--- src/rtl/lkvc_pkg.sv ---
// Shared constants for the LRU key/value cache.
`timescale 1ns / 1ps

package lkvc_pkg;

  localparam int DATA_W = 32;
  localparam int CAP_W = 5;
  localparam int APB_ADDR_W = 2;
  localparam int APB_DATA_W = 32;

  localparam logic OP_GET = 1'b0;
  localparam logic OP_SET = 1'b1;

  localparam logic [APB_ADDR_W-1:0] ADDR_CAPACITY = 2'd0;

  localparam logic [CAP_W-1:0] CAPACITY_RESET = 5'd16;
  localparam logic [DATA_W-1:0] MISS_VALUE = 32'hFFFF_FFFF;

endpackage

--- src/rtl/lru_key_value_cache.sv ---
// Fully associative key/value cache with least-recently-used replacement.
`timescale 1ns / 1ps

// An item is taken on every clock edge where start is high and busy is low, so a new get or
// set may be issued in every cycle; busy is high only during reset. A get produces one result
// beat on hit and read_value, marked by done, from the input register through the result
// register; a set produces no beat. The beat cannot be held off. The parallel key compare and
// the recency update lie in combinational logic between those two registers, so each item sees
// every earlier item already applied. Nothing needs clearing after reset. The capacity register
// at byte address 0 takes values 1 to ENTRIES; zero acts as one and larger values as ENTRIES.
// Lowering it never drops entries at once.
module lru_key_value_cache #(
  parameter int ENTRIES = 16
) (
  input  logic                                  clk,
  input  logic                                  rst,
  input  logic                                  start,
  output logic                                  busy,
  input  logic                                  operation,
  input  logic signed [lkvc_pkg::DATA_W-1:0]    key,
  input  logic signed [lkvc_pkg::DATA_W-1:0]    value,
  output logic                                  done,
  output logic                                  hit,
  output logic signed [lkvc_pkg::DATA_W-1:0]    read_value,
  input  logic                                  psel,
  input  logic                                  penable,
  input  logic                                  pwrite,
  input  logic [lkvc_pkg::APB_ADDR_W-1:0]       paddr,
  input  logic [lkvc_pkg::APB_DATA_W-1:0]       pwdata,
  output logic [lkvc_pkg::APB_DATA_W-1:0]       prdata,
  output logic                                  pready
);

  localparam int IW = (ENTRIES > 1) ? $clog2(ENTRIES) : 1;
  localparam int RW = IW;
  localparam int CW = $clog2(ENTRIES + 1);
  localparam int MW = (CW > lkvc_pkg::CAP_W) ? CW : lkvc_pkg::CAP_W;

  logic [lkvc_pkg::CAP_W-1:0]  capacity;

  logic                        item_valid;
  logic                        item_op;
  logic [lkvc_pkg::DATA_W-1:0] item_key;
  logic [lkvc_pkg::DATA_W-1:0] item_value;

  logic [lkvc_pkg::DATA_W-1:0] keys [ENTRIES];
  logic [lkvc_pkg::DATA_W-1:0] values [ENTRIES];
  logic [ENTRIES-1:0]          valid;
  logic [RW-1:0]               rank [ENTRIES];
  logic [CW-1:0]               count;

  logic [ENTRIES-1:0]          match;
  logic                        hit_any;
  logic [IW-1:0]               hit_slot;
  logic [IW-1:0]               free_slot;
  logic [IW-1:0]               victim_slot;
  logic [IW-1:0]               target;
  logic [CW-1:0]               ref_rank;
  logic [MW-1:0]               eff_cap;
  logic                        full;
  logic                        touch_en;
  logic                        insert_new;
  logic                        value_we;

  logic [ENTRIES-1:0]          valid_next;
  logic [RW-1:0]               rank_next [ENTRIES];
  logic [CW-1:0]               count_next;

  logic                        done_q;
  logic                        hit_q;
  logic [lkvc_pkg::DATA_W-1:0] rd_data;

  assign busy   = rst;
  assign pready = 1'b1;
  assign prdata = (paddr == lkvc_pkg::ADDR_CAPACITY) ?
                  lkvc_pkg::APB_DATA_W'(capacity) : '0;

  always_ff @(posedge clk) begin
    if (rst) begin
      capacity <= lkvc_pkg::CAPACITY_RESET;
    end else if (psel && penable && pwrite && pready &&
                 paddr == lkvc_pkg::ADDR_CAPACITY) begin
      capacity <= pwdata[lkvc_pkg::CAP_W-1:0];
    end
  end

  always_ff @(posedge clk) begin
    if (rst) begin
      item_valid <= 1'b0;
    end else begin
      item_valid <= start && !busy;
    end
  end

  always_ff @(posedge clk) begin
    if (start && !busy) begin
      item_op    <= operation;
      item_key   <= key;
      item_value <= value;
    end
  end

  always_comb begin
    match       = '0;
    hit_slot    = '0;
    free_slot   = '0;
    victim_slot = '0;
    for (int i = ENTRIES - 1; i >= 0; i--) begin
      match[i] = valid[i] && (keys[i] == item_key);
      if (match[i]) begin
        hit_slot = IW'(i);
      end
      if (!valid[i]) begin
        free_slot = IW'(i);
      end
      if (valid[i] && CW'(rank[i]) == CW'(count - CW'(1))) begin
        victim_slot = IW'(i);
      end
    end
    hit_any = |match;

    if (capacity == '0) begin
      eff_cap = MW'(1);
    end else if (MW'(capacity) > MW'(ENTRIES)) begin
      eff_cap = MW'(ENTRIES);
    end else begin
      eff_cap = MW'(capacity);
    end
    full = MW'(count) >= eff_cap;

    touch_en   = item_valid && (hit_any || item_op == lkvc_pkg::OP_SET);
    insert_new = item_valid && item_op == lkvc_pkg::OP_SET && !hit_any && !full;
    value_we   = item_valid && item_op == lkvc_pkg::OP_SET;

    priority if (hit_any) begin
      target   = hit_slot;
      ref_rank = CW'(rank[hit_slot]);
    end else if (full) begin
      target   = victim_slot;
      ref_rank = CW'(count - CW'(1));
    end else begin
      target   = free_slot;
      ref_rank = count;
    end

    valid_next = valid;
    count_next = insert_new ? CW'(count + CW'(1)) : count;
    for (int i = 0; i < ENTRIES; i++) begin
      rank_next[i] = rank[i];
      if (touch_en) begin
        if (IW'(i) == target) begin
          rank_next[i] = '0;
          valid_next[i] = 1'b1;
        end else if (valid[i] && CW'(rank[i]) < ref_rank) begin
          rank_next[i] = RW'(rank[i] + RW'(1));
        end
      end
    end
  end

  always_ff @(posedge clk) begin
    if (rst) begin
      valid <= '0;
      count <= '0;
      for (int i = 0; i < ENTRIES; i++) begin
        rank[i] <= '0;
      end
    end else begin
      valid <= valid_next;
      count <= count_next;
      for (int i = 0; i < ENTRIES; i++) begin
        rank[i] <= rank_next[i];
      end
    end
  end

  always_ff @(posedge clk) begin
    if (item_valid && item_op == lkvc_pkg::OP_SET && !hit_any) begin
      keys[target] <= item_key;
    end
  end

  always_ff @(posedge clk) begin
    if (value_we) begin
      values[target] <= item_value;
    end
    rd_data <= values[hit_slot];
  end

  always_ff @(posedge clk) begin
    if (rst) begin
      done_q <= 1'b0;
    end else begin
      done_q <= item_valid && item_op == lkvc_pkg::OP_GET;
    end
  end

  always_ff @(posedge clk) begin
    hit_q <= hit_any;
  end

  assign done       = done_q;
  assign hit        = hit_q;
  assign read_value = hit_q ? rd_data : lkvc_pkg::MISS_VALUE;

  a_count_tracks_valid: assert property (@(posedge clk) disable iff (rst)
    ($countones(valid) == int'(count)) && (int'(count) <= ENTRIES))
    else $error("fill count disagrees with the valid entries");

  a_keys_unique: assert property (@(posedge clk) disable iff (rst)
    $onehot0(match))
    else $error("more than one valid entry holds the same key");

  a_get_gives_beat: assert property (@(posedge clk) disable iff (rst)
    (start && !busy && operation == lkvc_pkg::OP_GET) |-> ##2 done)
    else $error("get did not produce a result beat");

  a_set_gives_none: assert property (@(posedge clk) disable iff (rst)
    (start && !busy && operation == lkvc_pkg::OP_SET) |-> ##2 !done)
    else $error("set produced a result beat");

endmodule

--- config.mk ---
export PLATFORM = sky130hd
export DESIGN_NAME = lru_key_value_cache
export DESIGN_NICKNAME = d
export VERILOG_FILES = /design/src/rtl/lkvc_pkg.sv /design/src/rtl/lru_key_value_cache.sv
export SDC_FILE = /design/constraint.sdc
export NUM_CORES = 2
export LEC_CHECK = 0
export ABC_CLOCK_PERIOD_IN_PS = 10900
export BUFFER_PORTS_ARGS = -buffer_cell sky130_fd_sc_hd__buf_4
export CAP_MARGIN = 30
export CORE_MARGIN = 2
export CORE_UTILIZATION = 56
export DETAILED_ROUTE_END_ITERATION = 16
export PLACE_DENSITY = 0.73
export SKIP_CTS_REPAIR_TIMING = 1
export SYNTH_ARGS = -nofsm -noshare
export SYNTH_HDL_FRONTEND = slang
export SYNTH_SLANG_ARGS = --single-unit
--- constraint.sdc ---
create_clock -name clk -period 10.9 [get_ports clk]
set_input_delay 0.545 -clock clk [delete_from_list [all_inputs] [get_ports clk]]
set_output_delay 0.545 -clock clk [all_outputs]
set_load 0.01 [all_outputs]
==> impl_metrics.toml <==
[status]
run_status = "finished clean"

[finish]
area_growth_pct = 12.9
final_cell_area_um2 = 62200
multi_input_area_um2 = 19000
seqCellArea_um2 = 35200
diodes = 0
fill_cells = 7122
final_nets = 4454
drive_above_1_share_pct = 13.2
fin_cells = 5666

[sta]
finalCritPeriodShare_pct = 77.4
finalSetupViolCount = 0
finalCriticalPeriod_ns = 8.43
fin_tns_setup_ns = 0
rsz0062_at_grt = "no"
hold_ws_ns = 0.0241
slew_headroom_pct = 20.2
max_freq_ghz = 0.119
skew_ns = 0.0324
hold_viol = 0
drv_slew = 0
tightest_slew_ns = 1.20

[floorplan]
core_um2 = 98000
die_width_um = 318
start_util_pct = 56.2
dieHeight_um = 318
row_count = 115
ios = 173
die_area_um2 = 101000

[clock_network]
cts_tree = "yes"
cts_max_level = 3
cts.reportedPaths.clkPinSlew_ns = 0.06
cts_buffer_depth = 3
numClockSinks = 1214
clk_latency_ns = 0.72
clockRootBuffer = "clkbuf_16"
cts_buffers = 119

[worst_setup_path]
crit_start = "item_key[28]$_DFFE_PP_"
crit_fanout = 23
arrival_ns = 9.01
end_kind = "register"
crit_path_start_kind = "register"
path_class = "reg -> reg"
regToRegStartpoint = "item_key[28]$_DFFE_PP_"
crit_required_ns = 11.47

[grt]
grt_pass1_wl_um = 208000
grt_pass1_vias = 33600
overflow = 0
antenna_found_initial = 1
grt_max_degree = 172
track_usage_pct = 27.1

[synth]
synth_edf_count = 1089
yosys_warnings = 0
syn_area_per_cell_um2 = 13.5
syn_inst = 4085
yosysUniqueCellTypes = 88
ys_ff_latch = 1214
synth_ff_type = "edfxtp_1"
synth_seq_area_share_pct = 63.9
synth_area_um2 = 55100
synthArstFlopShare_pct = 0

[pwr]
power.leakage_nw = 20.9
p_total_mw = 9.72
ir_worst_vdd_mv = 0.147
power-per-cell-area_nw_per_um2 = 156

[detailed_routing]
drtAntennaViolNets = 0
routed.top_layer = "met4"
first_pass_iters = 6
drt_wl_total_um = 140000
via_count = 34900
vias_per_cell = 6.16
drc = 0
drt_iter0_markers = 3869
wl_met1_um = 57600
routed-wl-met2_um = 64800
met3_length_um = 11900
wl_per_cell_um = 24.6

[place]
dpl.hpwl_um = 82100
postPlaceCellArea_um2 = 57800
dp_cells = 5397
port-buffer-count = 117
globalplace.congestion = 0.937

[run]
drv_cap = 0

[min_path]
min_path_type = "in -> reg"
hold_start = "key[22]"
kinds of logic after synthesis:
group	count (synthesis)	synth area share, %
mux	243	4.59
compound gates	604	6.97
fa+ha+maj	71	1.61
xor+xnor	584	9.63
other cells	2	0.0136
buf+inv	275	2.31
simple gates	1092	11.0
flops	1214	63.9
flip-flops by register name, summed over array words and instances, names as in the netlist:
name	flops
hit	1
valid	16
item_valid	1
rank	64
item_op	1
values	512
rd_data	32
done	1
capacity	5
item_key	32
count	5
keys	512
item_value	32
layout make-up:
type,instances,share of cell area [%]
clock buffers,153,5.24
clock inverters,69,1.05
inverters,31,0.187
multi-input cells,2622,30.5
flip-flops and latches,1214,56.6
well taps,1287,2.59
repair buffers,290,3.80
where the power goes:
group          total, mW  switching [mW]  internal (mW)
logic              0.451           0.300          0.151
registers           5.18          0.0620           5.12
clock network       4.09            1.75           2.34
final timing paths:
kind                                                  to  slack [ns]  cells past startpoint
worst max-delay path             rank[7][2]$_SDFFE_PP0P_        2.47                     22
worst min-delay path              item_key[22]$_DFFE_PP_        0.02                      1
worst max register to register   rank[7][2]$_SDFFE_PP0P_        2.47                     22
worst min register to register  capacity[0]$_SDFFE_PP0P_        0.52                      2
synth_stat cells, types with 46 or more instances:
cell type	number	share of area (%)
edfxtp_1	1089	59
xor2_1	463	7.4
a21oi_1	207	1.9
nor4_1	201	2.3
nor2_1	197	1.3
nand2_1	176	1.2
mux2i_1	168	3.1
dfxtp_1	125	4.5
clkbuf_1	116	0.79
o21ai_0	114	1.0
a211oi_1	112	1.5
xnor2_1	107	1.7
nor2b_1	92	1.0
nand3_1	82	0.74
buf_2	80	0.73
mux2_2	75	1.5
ha_1	71	1.6
nand4_1	64	0.73
nand2b_1	61	0.69
nor3_1	46	0.42
worst max-delay path, cell delays in order, from the launching register on:
cell and delay (ns):
edfxtp_1 0.91, xor2_1 0.21, nor4_1 0.34, nand4_1 0.19, or4_1 0.66, a211oi_1 0.63
o221ai_1 0.30, a21oi_4 0.77, buf_4 0.47, mux2i_1 0.23, mux2_2 0.17, nor2_1 0.05
a21oi_1 0.25, a21oi_1 0.10, a21oi_1 0.86, buf_4 0.34, ha_1 0.26, a21o_1 0.17
a2111oi_0 0.57, nand3_1 0.18, o31ai_1 0.30, mux2i_1 0.24, a21oi_1 0.08
cell usage in the layout, fill, tap and decap left out, drive strengths merged, types with 10 or more instances in the layout:
cell / synthesis / layout
a211oi: 113 / 113
a31oi: 22 / 22
nand4: 64 / 64
ha: 71 / 71
clkbuf: 116 / 154
or3: 15 / 15
nor2b: 92 / 92
and3: 13 / 13
conb: 2 / 28
buf: 128 / 246
edfxtp: 1089 / 1089
a21o: 38 / 38
or3b: 10 / 10
a311oi: 12 / 12
dfxtp: 125 / 125
dlygate4sd3: 0 / 43
inv: 31 / 33
nor3: 47 / 47
xnor3: 14 / 14
a21oi: 208 / 208
mux2: 75 / 75
and2: 11 / 11
clkinv: 0 / 52
nor4b: 15 / 15
nand2: 176 / 176
nor2: 197 / 197
mux2i: 168 / 168
nand3: 82 / 82
xnor2: 107 / 107
o21ai: 116 / 116
xor2: 463 / 463
o211ai: 11 / 11
nand4b: 41 / 41
nand2b: 61 / 61
bufinv: 0 / 10
or4: 25 / 25
o21a: 12 / 12
nor4: 202 / 202
through the flow:
step | util (%) | setup WS, ns
6_report | 63.5 | 2.47
5_1_grt | 63.5 | 2.13
4_1_cts | 62.9 | 2.68
3_5_place_dp | 58.9 | 2.78
3_3_place_gp | 58.9 | 2.57
2_1_floorplan | - | 3.72
per-layer routing:
| layer | vias up | global-route usage [%] |
|---|---|---|
| met3 | 325 | 4.59 |
| met5 | - | 0 |
| met1 | 17200 | 37.6 |
| li1 | 15800 | - |
| met2 | 1573 | 43.3 |
| met4 | 0 | 10.1 |
(Power assumes the default switching activity.)
